<file path="config.mk">
export PLATFORM = sky130hd
export DESIGN_NAME = aabb_collision_resolver_top
export DESIGN_NICKNAME = d
export VERILOG_FILES = /design/src/rtl/core/acr_pkg.sv /design/src/rtl/core/acr_ctrl.sv /design/src/rtl/core/acr_datapath.sv /design/src/rtl/core/aabb_collision_resolver_top.sv
export SDC_FILE = /design/constraint.sdc
export NUM_CORES = 1
export LEC_CHECK = 0
export ABC_CLOCK_PERIOD_IN_PS = 4750
export BUFFER_PORTS_ARGS = -buffer_cell sky130_fd_sc_hd__clkbuf_2
export CORE_MARGIN = 2
export CORE_UTILIZATION = 45
export CTS_BUF_LIST = sky130_fd_sc_hd__clkbuf_8 sky130_fd_sc_hd__clkbuf_16
export CTS_CLUSTER_DIAMETER = 50
export DETAILED_ROUTE_END_ITERATION = 10
export GPL_TIMING_DRIVEN = 0
export SKIP_LAST_GASP = 1
export SYNTH_ARGS = -nofsm -noshare
export SYNTH_HDL_FRONTEND = slang
export SYNTH_SLANG_ARGS = --single-unit
</file>
<file path="constraint.sdc">
create_clock -name clk -period 4.75 [get_ports clk]
set_clock_uncertainty 0.05 [all_clocks]
set_input_delay 0.7125 -clock clk [delete_from_list [all_inputs] [get_ports clk]]
set_output_delay 0.7125 -clock clk [all_outputs]
set_load 0.02 [all_outputs]
</file>
<file path="src/rtl/core/acr_pkg.sv">
// Shared types and constants of the box collision resolver.
package acr_pkg;

	localparam int IN_COORD_BITS = 16;
	localparam int POS_BITS = 16;
	localparam int SIZE_BITS = 12;
	localparam int VEL_BITS = 8;
	localparam int OP_BITS = 2;
	localparam int TILE_BITS = 8;
	localparam int MAP_BITS = 10;
	localparam int WORLD_BITS = TILE_BITS + MAP_BITS;
	localparam int CFG_ADDR_BITS = 2;
	localparam int CFG_DATA_BITS = 10;

	localparam logic [OP_BITS-1:0] OP_BEGIN = 2'd0;
	localparam logic [OP_BITS-1:0] OP_OBST = 2'd1;
	localparam logic [OP_BITS-1:0] OP_FINISH = 2'd2;

	localparam logic [CFG_ADDR_BITS-1:0] CFG_TILE_PIXELS = 2'd0;
	localparam logic [CFG_ADDR_BITS-1:0] CFG_MAP_COLUMNS = 2'd1;
	localparam logic [CFG_ADDR_BITS-1:0] CFG_MAP_ROWS = 2'd2;

	localparam logic [TILE_BITS-1:0] TILE_PIXELS_RESET = 8'd10;

	typedef struct packed {
		logic load;
		logic begin_step;
		logic obst_x;
		logic obst_y;
		logic world_mul;
		logic clamp;
	} dp_cmd_t;

endpackage

</file>
<file path="src/rtl/core/acr_ctrl.sv">
// Sequencing controller of the box collision resolver.
module acr_ctrl (
	input  logic                         clk,
	input  logic                         arst_n,
	input  logic                         start,
	input  logic [acr_pkg::OP_BITS-1:0]  op,
	output logic                         busy,
	output acr_pkg::dp_cmd_t             cmd
);

	typedef enum logic [2:0] {
		S_IDLE,
		S_BEGIN,
		S_OBST_X,
		S_OBST_Y,
		S_WMUL,
		S_CLAMP
	} state_t;

	state_t state_q;

	always_ff @(posedge clk or negedge arst_n) begin
		if (!arst_n) begin
			state_q <= S_IDLE;
		end else begin
			unique case (state_q)
				S_IDLE: begin
					if (start) begin
						unique case (op)
							acr_pkg::OP_BEGIN:  state_q <= S_BEGIN;
							acr_pkg::OP_OBST:   state_q <= S_OBST_X;
							acr_pkg::OP_FINISH: state_q <= S_WMUL;
							default:            state_q <= S_IDLE;
						endcase
					end
				end
				S_BEGIN:  state_q <= S_IDLE;
				S_OBST_X: state_q <= S_OBST_Y;
				S_OBST_Y: state_q <= S_IDLE;
				S_WMUL:   state_q <= S_CLAMP;
				S_CLAMP:  state_q <= S_IDLE;
				default:  state_q <= S_IDLE;
			endcase
		end
	end

	assign busy = (state_q != S_IDLE);

	always_comb begin
		cmd.load = start && (state_q == S_IDLE);
		cmd.begin_step = (state_q == S_BEGIN);
		cmd.obst_x = (state_q == S_OBST_X);
		cmd.obst_y = (state_q == S_OBST_Y);
		cmd.world_mul = (state_q == S_WMUL);
		cmd.clamp = (state_q == S_CLAMP);
	end

`ifndef SYNTHESIS
	a_obst_enter: assert property (@(posedge clk) disable iff (!arst_n)
		(start && !busy && op == acr_pkg::OP_OBST) |=> (state_q == S_OBST_X))
		else $error("obstacle transfer did not start the X step");
	a_obst_seq: assert property (@(posedge clk) disable iff (!arst_n)
		(state_q == S_OBST_X) |=> (state_q == S_OBST_Y))
		else $error("Y step did not follow the X step");
	a_finish_seq: assert property (@(posedge clk) disable iff (!arst_n)
		(state_q == S_WMUL) |=> (state_q == S_CLAMP))
		else $error("clamp step did not follow the world size step");
`endif

endmodule

</file>
<file path="src/rtl/core/acr_datapath.sv">
// Datapath of the box collision resolver: box state, overlap tests and world clamp.
module acr_datapath #(
	parameter int COORD_BITS = 16
) (
	input  logic                                    clk,
	input  logic                                    arst_n,
	input  acr_pkg::dp_cmd_t                        cmd,
	input  logic signed [acr_pkg::IN_COORD_BITS-1:0] box_x,
	input  logic signed [acr_pkg::IN_COORD_BITS-1:0] box_y,
	input  logic [acr_pkg::SIZE_BITS-1:0]           box_w,
	input  logic [acr_pkg::SIZE_BITS-1:0]           box_h,
	input  logic signed [acr_pkg::VEL_BITS-1:0]     vel_x_in,
	input  logic signed [acr_pkg::VEL_BITS-1:0]     vel_y_in,
	input  logic                                    cfg_we,
	input  logic [acr_pkg::CFG_ADDR_BITS-1:0]       cfg_addr,
	input  logic [acr_pkg::CFG_DATA_BITS-1:0]       cfg_wdata,
	output logic                                    done,
	output logic signed [acr_pkg::POS_BITS-1:0]     pos_x,
	output logic signed [acr_pkg::POS_BITS-1:0]     pos_y,
	output logic signed [acr_pkg::VEL_BITS-1:0]     vel_x_out,
	output logic signed [acr_pkg::VEL_BITS-1:0]     vel_y_out,
	output logic                                    hit
);

	localparam int CW = COORD_BITS;
	localparam int EW = ((CW > acr_pkg::WORLD_BITS + 2) ? CW : acr_pkg::WORLD_BITS + 2) + 4;
	localparam int SW = acr_pkg::SIZE_BITS;
	localparam int VW = acr_pkg::VEL_BITS;
	localparam int IW = acr_pkg::IN_COORD_BITS;
	localparam int WB = acr_pkg::WORLD_BITS;

	typedef logic signed [EW-1:0] wide_t;
	typedef logic signed [CW-1:0] coord_t;
	typedef logic signed [VW-1:0] vel_t;
	typedef logic [SW-1:0] size_t;

	localparam coord_t CMAX = {1'b0, {(CW-1){1'b1}}};
	localparam coord_t CMIN = {1'b1, {(CW-1){1'b0}}};
	localparam wide_t ZERO_W = '0;
	localparam coord_t ZERO_C = '0;
	localparam vel_t ZERO_V = '0;

	function automatic wide_t ext_c(input coord_t v);
		return {{(EW-CW){v[CW-1]}}, v};
	endfunction

	function automatic wide_t ext_i(input logic signed [IW-1:0] v);
		return {{(EW-IW){v[IW-1]}}, v};
	endfunction

	function automatic wide_t ext_v(input vel_t v);
		return {{(EW-VW){v[VW-1]}}, v};
	endfunction

	function automatic wide_t ext_s(input size_t v);
		return {{(EW-SW){1'b0}}, v};
	endfunction

	function automatic wide_t ext_w(input logic [WB-1:0] v);
		return {{(EW-WB){1'b0}}, v};
	endfunction

	function automatic coord_t sat(input wide_t v);
		coord_t r;
		if (v > ext_c(CMAX)) begin
			r = CMAX;
		end else if (v < ext_c(CMIN)) begin
			r = CMIN;
		end else begin
			r = v[CW-1:0];
		end
		return r;
	endfunction

	logic [acr_pkg::TILE_BITS-1:0] tile_pixels_q;
	logic [acr_pkg::MAP_BITS-1:0]  map_columns_q;
	logic [acr_pkg::MAP_BITS-1:0]  map_rows_q;

	coord_t bx_q, by_q;
	size_t  bw_q, bh_q;
	vel_t   vx_in_q, vy_in_q;

	coord_t pred_x_q, pred_y_q, cur_x_q, cur_y_q;
	size_t  mov_w_q, mov_h_q;
	vel_t   vel_x_q, vel_y_q;
	logic   hit_q, full_q;
	logic [WB-1:0] world_w_q, world_h_q;

	coord_t pred_x_d, pred_y_d, cur_x_d, cur_y_d;
	size_t  mov_w_d, mov_h_d;
	vel_t   vel_x_d, vel_y_d;
	logic   hit_d, full_d, yhit;

	logic signed [acr_pkg::POS_BITS-1:0] pos_x_q, pos_y_q;
	vel_t   vel_x_out_q, vel_y_out_q;
	logic   hit_out_q, done_q;

	wide_t px, py, cx, cy, w, h, bx, by, bw, bh, ww, wh, cx_ext, cy_ext;
	logic  ox_p, oy_p, oy_c, ox_c;
	logic  vx_pos, vx_neg, vy_pos, vy_neg;

	always_comb begin
		px = ext_c(pred_x_q);
		py = ext_c(pred_y_q);
		cx = ext_c(cur_x_q);
		cy = ext_c(cur_y_q);
		w = ext_s(mov_w_q);
		h = ext_s(mov_h_q);
		bx = ext_c(bx_q);
		by = ext_c(by_q);
		bw = ext_s(bw_q);
		bh = ext_s(bh_q);
		ww = ext_w(world_w_q);
		wh = ext_w(world_h_q);
		ox_p = (px + w > bx) && (px < bx + bw);
		oy_p = (py + h > by) && (py < by + bh);
		oy_c = (cy + h > by) && (cy < by + bh);
		ox_c = (cx + w > bx) && (cx < bx + bw);
		vx_pos = !vel_x_q[VW-1] && (vel_x_q != ZERO_V);
		vx_neg = vel_x_q[VW-1];
		vy_pos = !vel_y_q[VW-1] && (vel_y_q != ZERO_V);
		vy_neg = vel_y_q[VW-1];
	end

	always_comb begin
		pred_x_d = pred_x_q;
		pred_y_d = pred_y_q;
		cur_x_d = cur_x_q;
		cur_y_d = cur_y_q;
		mov_w_d = mov_w_q;
		mov_h_d = mov_h_q;
		vel_x_d = vel_x_q;
		vel_y_d = vel_y_q;
		hit_d = hit_q;
		full_d = full_q;
		yhit = full_q && ox_c && oy_p;

		if (cmd.begin_step) begin
			cur_x_d = bx_q;
			cur_y_d = by_q;
			mov_w_d = bw_q;
			mov_h_d = bh_q;
			vel_x_d = vx_in_q;
			vel_y_d = vy_in_q;
			pred_x_d = sat(bx + ext_v(vx_in_q));
			pred_y_d = sat(by + ext_v(vy_in_q));
			hit_d = 1'b0;
		end

		if (cmd.obst_x) begin
			full_d = ox_p && oy_p;
			if (ox_p && oy_p && oy_c) begin
				if (vx_pos) begin
					vel_x_d = ZERO_V;
					cur_x_d = sat(bx - w);
				end else if (vx_neg) begin
					vel_x_d = ZERO_V;
					cur_x_d = sat(bx + bw);
				end
				hit_d = 1'b1;
			end
		end

		if (cmd.obst_y) begin
			if (yhit) begin
				if (vy_pos) begin
					vel_y_d = ZERO_V;
					cur_y_d = sat(by - h);
				end else if (vy_neg) begin
					vel_y_d = ZERO_V;
					cur_y_d = sat(by + bh);
				end
				hit_d = 1'b1;
			end
			// A corner-only contact blocks X, but only when nothing was hit before.
			if (full_q && !hit_q && !yhit) begin
				vel_x_d = ZERO_V;
				hit_d = 1'b1;
			end
		end

		if (cmd.clamp) begin
			if (vx_neg) begin
				if (px <= ZERO_W) begin
					vel_x_d = ZERO_V;
					cur_x_d = ZERO_C;
					hit_d = 1'b1;
				end
			end else if (vx_pos) begin
				if (px + w >= ww) begin
					vel_x_d = ZERO_V;
					cur_x_d = sat(ww - w);
					hit_d = 1'b1;
				end
			end
			if (vy_neg) begin
				if (py <= ZERO_W) begin
					vel_y_d = ZERO_V;
					cur_y_d = ZERO_C;
					hit_d = 1'b1;
				end
			end else if (vy_pos) begin
				if (py + h >= wh) begin
					vel_y_d = ZERO_V;
					cur_y_d = sat(wh - h);
					hit_d = 1'b1;
				end
			end
		end

		cx_ext = ext_c(cur_x_d);
		cy_ext = ext_c(cur_y_d);
	end

	always_ff @(posedge clk or negedge arst_n) begin
		if (!arst_n) begin
			tile_pixels_q <= acr_pkg::TILE_PIXELS_RESET;
			map_columns_q <= '0;
			map_rows_q <= '0;
		end else if (cfg_we) begin
			unique case (cfg_addr)
				acr_pkg::CFG_TILE_PIXELS: tile_pixels_q <= cfg_wdata[acr_pkg::TILE_BITS-1:0];
				acr_pkg::CFG_MAP_COLUMNS: map_columns_q <= cfg_wdata[acr_pkg::MAP_BITS-1:0];
				acr_pkg::CFG_MAP_ROWS:    map_rows_q <= cfg_wdata[acr_pkg::MAP_BITS-1:0];
				default: ;
			endcase
		end
	end

	always_ff @(posedge clk) begin
		if (cmd.load) begin
			bx_q <= sat(ext_i(box_x));
			by_q <= sat(ext_i(box_y));
			bw_q <= box_w;
			bh_q <= box_h;
			vx_in_q <= vel_x_in;
			vy_in_q <= vel_y_in;
		end
		if (cmd.world_mul) begin
			world_w_q <= WB'(map_columns_q) * WB'(tile_pixels_q);
			world_h_q <= WB'(map_rows_q) * WB'(tile_pixels_q);
		end
		if (cmd.clamp) begin
			pos_x_q <= cx_ext[acr_pkg::POS_BITS-1:0];
			pos_y_q <= cy_ext[acr_pkg::POS_BITS-1:0];
			vel_x_out_q <= vel_x_d;
			vel_y_out_q <= vel_y_d;
			hit_out_q <= hit_d;
		end
	end

	always_ff @(posedge clk or negedge arst_n) begin
		if (!arst_n) begin
			pred_x_q <= '0;
			pred_y_q <= '0;
			cur_x_q <= '0;
			cur_y_q <= '0;
			mov_w_q <= '0;
			mov_h_q <= '0;
			vel_x_q <= '0;
			vel_y_q <= '0;
			hit_q <= 1'b0;
			full_q <= 1'b0;
			done_q <= 1'b0;
		end else begin
			pred_x_q <= pred_x_d;
			pred_y_q <= pred_y_d;
			cur_x_q <= cur_x_d;
			cur_y_q <= cur_y_d;
			mov_w_q <= mov_w_d;
			mov_h_q <= mov_h_d;
			vel_x_q <= vel_x_d;
			vel_y_q <= vel_y_d;
			hit_q <= hit_d;
			full_q <= full_d;
			done_q <= cmd.clamp;
		end
	end

	assign done = done_q;
	assign pos_x = pos_x_q;
	assign pos_y = pos_y_q;
	assign vel_x_out = vel_x_out_q;
	assign vel_y_out = vel_y_out_q;
	assign hit = hit_out_q;

`ifndef SYNTHESIS
	a_done_after_clamp: assert property (@(posedge clk) disable iff (!arst_n)
		done_q |-> $past(cmd.clamp))
		else $error("result strobe without a preceding clamp step");
	a_done_single: assert property (@(posedge clk) disable iff (!arst_n)
		done_q |=> !done_q)
		else $error("result strobe held for more than one cycle");
`endif

endmodule

</file>
<file path="src/rtl/core/aabb_collision_resolver_top.sv">
// Top level of the axis-separated box collision resolver.
//
// An item is transferred at a rising edge with start high and busy low. The op
// port selects begin (load the moving box and its velocity), obstacle (test one
// obstacle box and resolve X then Y), or finish (clamp to the world and emit).
// The unused op code is taken and does nothing. The obstacle X and Y steps run
// one after the other in the overlap logic, and finish forms the world size in
// the tile multiplier ahead of the clamp step. A finish item shows its result
// once the clamp step registers it: done is high for one cycle with pos_x,
// pos_y, vel_x_out, vel_y_out and hit, and the result is transferred at the
// edge that ends that cycle. The receiver cannot stall, so results are never
// held back. The configuration port writes tile_pixels, map_columns and
// map_rows by index; the user must write them only while the block is idle,
// which the block itself does not enforce. Unknown indexes are ignored. Reset
// clears the box state, velocity and hit flag and restores the register reset
// values.
module aabb_collision_resolver_top #(
	parameter int COORD_BITS = 16
) (
	input  logic                                     clk,
	input  logic                                     arst_n,
	input  logic                                     start,
	output logic                                     busy,
	input  logic [acr_pkg::OP_BITS-1:0]              op,
	input  logic signed [acr_pkg::IN_COORD_BITS-1:0] box_x,
	input  logic signed [acr_pkg::IN_COORD_BITS-1:0] box_y,
	input  logic [acr_pkg::SIZE_BITS-1:0]            box_w,
	input  logic [acr_pkg::SIZE_BITS-1:0]            box_h,
	input  logic signed [acr_pkg::VEL_BITS-1:0]      vel_x_in,
	input  logic signed [acr_pkg::VEL_BITS-1:0]      vel_y_in,
	input  logic                                     cfg_we,
	input  logic [acr_pkg::CFG_ADDR_BITS-1:0]        cfg_addr,
	input  logic [acr_pkg::CFG_DATA_BITS-1:0]        cfg_wdata,
	output logic                                     done,
	output logic signed [acr_pkg::POS_BITS-1:0]      pos_x,
	output logic signed [acr_pkg::POS_BITS-1:0]      pos_y,
	output logic signed [acr_pkg::VEL_BITS-1:0]      vel_x_out,
	output logic signed [acr_pkg::VEL_BITS-1:0]      vel_y_out,
	output logic                                     hit
);

	acr_pkg::dp_cmd_t cmd;

	acr_ctrl u_ctrl (
		.clk    (clk),
		.arst_n (arst_n),
		.start  (start),
		.op     (op),
		.busy   (busy),
		.cmd    (cmd)
	);

	acr_datapath #(
		.COORD_BITS (COORD_BITS)
	) u_datapath (
		.clk       (clk),
		.arst_n    (arst_n),
		.cmd       (cmd),
		.box_x     (box_x),
		.box_y     (box_y),
		.box_w     (box_w),
		.box_h     (box_h),
		.vel_x_in  (vel_x_in),
		.vel_y_in  (vel_y_in),
		.cfg_we    (cfg_we),
		.cfg_addr  (cfg_addr),
		.cfg_wdata (cfg_wdata),
		.done      (done),
		.pos_x     (pos_x),
		.pos_y     (pos_y),
		.vel_x_out (vel_x_out),
		.vel_y_out (vel_y_out),
		.hit       (hit)
	);

endmodule

</file>
==> results_dict.tcl, run 1 <==
set metrics [dict create \
    status "finished with violations" \
    violations "negative setup slack" \
    die_area_um2 65100 \
    final_common_cell "ha_1" \
    critical_path_class "flop to flop" \
    syn_inst 3098 \
    cts_buffers 47 \
    synthFlopType "edfxtp_1" \
    grt_max_degree 74 \
    placementRows 92 \
    hold_path_class "primary input to asynchronous set/reset pin" \
    layout_setup_ws_ns -0.701 \
    routed_via_density 5.83 \
    path_max_fanout 6 \
    synth_seq_area_share_pct 28.8 \
    top_layer "met4" \
    grt_setup_unrepaired "true" \
    routed_wl_mm 99.5 \
    critical_path_required_ns 5.02 \
    period_share_pct 115 \
    cp-end-kind "flop" \
    fp.dieH_um 255 \
    period_needed_ns 5.45 \
    max-slew-margin-rel_pct 22.9 \
    wl_met1_mm 41.9 \
    core-area_um2 62700 \
    slew_viol_final 0 \
    fin_tns_setup_ns -39.65 \
    fin_area_um2 35200 \
    hold_viol_final 0 \
    fmax_mhz 183 \
    tightest_slew_ns 1.16 \
    synth_edf_count 157 \
    synth.area.top_cells "ha_1 (18%), edfxtp_1 (17%), dfrtp_1 (12%)" \
    ant_nets 0 \
    drive_gt1_share_pct 20.0 \
    met3WireLength_mm 5.54 \
    clock-root-buffer "clkbuf_16" \
    tritoncts "yes" \
    pin_count 141 \
    cp.arrival_ns 5.72 \
    wl_per_cell_um 23.2 \
    dp_hpwl_mm 77.5 \
    clk_path_buf_depth 3 \
    drt-pass1-iter-count 5 \
    synth_largest_area_cell "ha_1" \
    synth_cell_types 95 \
    setup_viol 98 \
    yosys_warnings 0 \
    portBuffers 108 \
    die_w_um 255 \
    synthesis.area_um2 28400 \
    async_flop_share_pct 46.8 \
    syn-num-nets 3694 \
    dp_cells 4059 \
    initial_core_util_pct 45.3 \
    grtUsageTotal_pct 30.4 \
    yosysTopAreaCellShare_pct 17.5 \
    first_iter_violations 1871 \
    grt_pass1_vias 25215 \
    antenna_found_initial 2 \
    htree_levels 2 \
    drc_errors 0 \
    grt_overflow_total 0 \
    timing.max_cap.violations 0 \
    clk_pin_slew_ns 0.06 \
    clk_latency_ns 0.61 \
    place.gp.congestion 0.991 \
    clkSinkCount 295 \
    layout_common_cells "ha_1 (378), nand2_1 (303), inv_1 (285), a21oi_1 (161)" \
    syn_area_per_cell_um2 9.17 \
    cp-start-kind "flop" \
    grt_pass1_wl_mm 149 \
    nets 4003 \
    vias 25041 \
    synth_seq_cells 295 \
    area_delta_synth_final_pct 24.1 \
    route.met2.wl_mm 46.9 \
    finalNonFillerCells 4295 \
    placed_cell_area_um2 30200 \
]
[state kept, by name (all words and copies together), names as in the netlist, 10 cells and up]
| register | count |
|---|---|
| u_datapath.world_w_q | 18 |
| u_datapath.bh_q | 12 |
| u_datapath.map_rows_q | 10 |
| u_datapath.by_q | 16 |
| u_datapath.map_columns_q | 10 |
| u_datapath.pred_x_q | 16 |
| u_datapath.pos_y | 16 |
| u_datapath.bx_q | 16 |
| u_datapath.mov_w_q | 12 |
| u_datapath.world_h_q | 18 |
| u_datapath.pred_y_q | 16 |
| u_datapath.cur_x_q | 16 |
| u_datapath.pos_x | 16 |
| u_datapath.cur_y_q | 16 |
| u_datapath.mov_h_q | 12 |
| u_datapath.bw_q | 12 |
[metrics by stage]
step	setup WS (ns)	hold slack, ns	utilization, %
floorplan	-0.0180	0.367	-
global placement	-2.09	0.421	47.9
detailed placement	-2.02	0.432	48.1
CTS	-0.544	0.0856	54.6
global route	-0.778	0.107	56.2
finish	-0.701	0.0865	56.2
[layer usage]
layer,up-vias,global-route usage [%]
met3,220,4.01
met1,12265,39.3
met4,0,14.1
met2,819,50.7
met5,-,0
li1,11737,-
[logic make-up after synthesis]
logic type,synth area share (%)
XOR/XNOR,5.27
adder cells (fa/ha/maj),25.5
flip-flops,28.8
buffers and inverters,5.38
multiplexers,1.57
AND/OR/NAND/NOR,14.8
AO/OA/AOI/OAI,18.7
[final timing paths]
| check | end | startpoint | cells after the start | slack, ns |
|---|---|---|---|---|
| setup / recovery | u_datapath.pos_x[15]$_DFFE_PP_ | u_datapath.by_q[6]$_SDFFCE_PN1P_ | 20 | -0.70 |
| hold / removal | u_datapath.cur_y_q[11]$_DFF_PN0_ | arst_n | 1 | 0.09 |
| setup reg to reg | u_datapath.pos_x[15]$_DFFE_PP_ | u_datapath.by_q[6]$_SDFFCE_PN1P_ | 20 | -0.70 |
| max in group asynchronous | u_datapath.mov_w_q[1]$_DFFE_PN0P_ | arst_n | 2 | 3.72 |
| min in group clk | u_datapath.by_q[12]$_SDFFCE_PN1P_ | box_y[12] | 1 | 0.22 |
| hold reg to reg | u_datapath.mov_h_q[0]$_DFFE_PN0P_ | u_datapath.bh_q[0]$_DFFE_PP_ | 2 | 0.45 |
[cells in the mapped netlist, drive strengths merged (49+ instances only)]
cell and instances:
ha 398, nor2 166, a21oi 211, nor3 53
xor2 49, a21o 59, nand3 54, xnor2 122
dfrtp 136, inv 286, nand2 309, clkbuf 100
edfxtp 157, and2 104, o21ai 187, fa 108
[critical path, cell delays in order, from the launching register on]
cell and delay, ns:
edfxtp_1 0.55, ha_1 0.29, a21o_1 0.21, a21o_1 0.19
a2111o_1 0.37, a311oi_2 0.30, a211oi_1 0.10, xnor2_1 0.22
ha_1 0.23, a21o_1 0.17, a2111o_1 0.40, a211oi_2 0.36
o211ai_1 0.27, a211oi_4 0.34, buf_4 0.18, nand3_4 0.11
buf_12 0.17, buf_12 0.13, buf_12 0.15, o22ai_4 0.22
o21ai_4 0.12
[layout make-up]
type | instances | area, um2
multi-input combinational | 2401 | 20700
timing repair buffer | 269 | 2040
buffer | 106 | 587
sequential | 295 | 8190
fill | 5555 | 27500
inverter | 287 | 1080
clock buffer | 50 | 1240
antenna | 3 | 7.51
clock inverter | 38 | 347
tap | 846 | 1060
[what timing repair did]
action / CTS / global route
gates resized for setup: 347 / 129
setup buffers: 111 / 47
endpoints found under the hold margin: 0 / 0
pin swaps: 104 / 113
hold buffers: 0 / 0
cloned: 1 / 2
setup endpoints to repair: 112 / 106
Power of run 1 is left out: the tool's default activity adds up to more than one toggle a clock period on the data nets, which glitch-free logic cannot reach.
==> run 2, diff against run 1 <==
==> constraint.sdc (replaced) <==
create_clock -name clk -period 4.75 [get_ports clk]
set_clock_uncertainty 0.05 [all_clocks]
set_input_delay 0.475 -clock clk [delete_from_list [all_inputs] [get_ports clk]]
set_output_delay 0.475 -clock clk [all_outputs]
set_load 0.02 [all_outputs]
==> run 2 against run 1 <==
  * The flow still finishes with violations (negative setup slack)
  * Non-clock buffer count up 67
  * Critical path depth unchanged
  * Fmax is 0.15% higher
  * Worst hold slack got worse by 0.069 ns
  * Core utilization grew 1.1 points
  * Global-route usage up 0.24 points
  * Wire length up 0.93%
  * Design area is 1.9% higher
  * Cell count up 1.5%
  * Die area is the same
  * Flip-flop and latch count unchanged
  * Count of clock-buffer cells in the layout stayed put
  * Critical path type unchanged
==> results_dict.tcl, run 2 (synthesis results as in run 1) <==
set metrics [dict create \
    routed_via_density 5.82 \
    violations "negative setup slack" \
    vias 25371 \
    clock-root-buffer "clkbuf_16" \
    fin_area_um2 35900 \
    path_max_fanout 6 \
    drt-pass1-iter-count 7 \
    reg2reg_from "u_datapath.by_q[1]$_SDFFCE_PN1P_" \
    initial_core_util_pct 45.3 \
    cp-start-kind "flop" \
    drive_gt1_share_pct 19.7 \
    cp.arrival_ns 5.71 \
    clk_latency_ns 0.61 \
    tritoncts "yes" \
    portBuffers 108 \
    max-slew-margin-rel_pct 23.5 \
    fin_tns_setup_ns -39.43 \
    cts_buffers 47 \
    die_area_um2 65100 \
    nets 4070 \
    fmax_mhz 184 \
    tightest_slew_ns 1.15 \
    grt_pass1_vias 25553 \
    fp.dieH_um 255 \
    setup_viol 99 \
    core-area_um2 62700 \
    critical_path_required_ns 5.02 \
    top_regs "u_datapath.world_h_q x18, u_datapath.world_w_q x18" \
    hold_slack_ns 0.0175 \
    final_common_cell "ha_1" \
    status "finished with violations" \
    timing.max_cap.violations 0 \
    dp_hpwl_mm 77.5 \
    first_iter_violations 1922 \
    layout_common_cells "ha_1 (378), nand2_1 (303), inv_1 (285), a21oi_1 (161), nor2_1 (158)" \
    area_delta_synth_final_pct 26.5 \
    clkSinkCount 295 \
    period_share_pct 115 \
    clk_pin_slew_ns 0.06 \
    placementRows 92 \
    cp-end-kind "flop" \
    pre_cts_ws_ns -2.02 \
    critical_path_class "flop to flop" \
    ant_nets 0 \
    place.gp.congestion 0.991 \
    wl_per_cell_um 23.0 \
    grtUsageTotal_pct 30.7 \
    htree_levels 2 \
    layout_setup_ws_ns -0.693 \
    die_w_um 255 \
    hold_viol_final 0 \
    hold_path_class "primary input to flop" \
    routed_wl_mm 100 \
    cp-startpoint "u_datapath.by_q[1]$_SDFFCE_PN1P_" \
    placed_cell_area_um2 30200 \
    grt_overflow_total 0 \
    grt_max_degree 74 \
    clk_path_buf_depth 3 \
    slew_viol_final 0 \
    antenna_found_initial 2 \
    ff2ff_setup_slack_ns -0.69 \
    hp-start "box_w[3]" \
    grt_setup_unrepaired "true" \
    grt_pass1_wl_mm 151 \
    drc_errors 0 \
    period_needed_ns 5.44 \
    pin_count 141 \
]
[run 2: cell types whose count changed in the layout (fill, tap and decap cells not counted), sizes merged]
cell and change:
buf +1, diode -1, dlygate4sd3 +66
[run 2: final timing paths]
path	end	cells past startpoint
max	u_datapath.pos_x[15]$_DFFE_PP_	20
min	u_datapath.bw_q[3]$_DFFE_PP_	1
max reg2reg	u_datapath.pos_x[15]$_DFFE_PP_	20
min reg2reg	u_datapath.mov_h_q[0]$_DFFE_PN0P_	2
max in group asynchronous	u_datapath.mov_w_q[1]$_DFFE_PN0P_	3
min in group asynchronous	u_datapath.cur_y_q[14]$_DFF_PN0_	2
[run 2: routing by layer]
metal / vias up / GRT usage (%) / wire [um]
li1: 11859 / - / -
met5: - / 0 / 0
met4: 0 / 14.2 / 5040
met2: 839 / 51.2 / 47600
met3: 224 / 4.17 / 5670
met1: 12449 / 39.5 / 42100
[run 2: cell type report]
type | count | area [um2]
fill | 5496 | 26800
antenna | 2 | 5.00
sequential | 295 | 8190
multi-input combinational | 2401 | 20700
timing repair buffer | 335 | 2700
clock inverter | 38 | 347
inverter | 287 | 1080
tap | 846 | 1060
buffer | 107 | 598
clock buffer | 50 | 1240
[run 2: worst max-delay path, cell delays in order (launching register included)]
cell      delay [ns]
edfxtp_1        0.43
ha_1            0.35
a211oi_2        0.23
o21bai_1        0.16
a2111o_1        0.48
a311oi_2        0.30
a211oi_1        0.10
xnor2_1         0.22
ha_1            0.23
a21o_1          0.17
a2111o_1        0.40
a211oi_2        0.34
o211ai_1        0.26
a211oi_4        0.34
buf_4           0.18
nand3_4         0.10
buf_12          0.17
buf_12          0.13
buf_12          0.15
o22ai_4         0.22
o21ai_4         0.12
[run 2: through the flow]
step,cells,utilization [%]
floorplan,3098,-
global route,4361,57.3
CTS,4318,55.7
global placement,4052,47.9
finish,4361,57.3
detailed placement,4059,48.1
[run 2: repair_timing]
action                                  in CTS  in global routing
setup buffers                              111                 48
endpoints found under the setup margin     112                106
hold buffers                                66                  0
pin swaps                                  104                114
resized for setup                          347                131
gates cloned                                 1                  2
hold endpoints to repair                   130                  0
Power of run 2 is left out for the same reason.
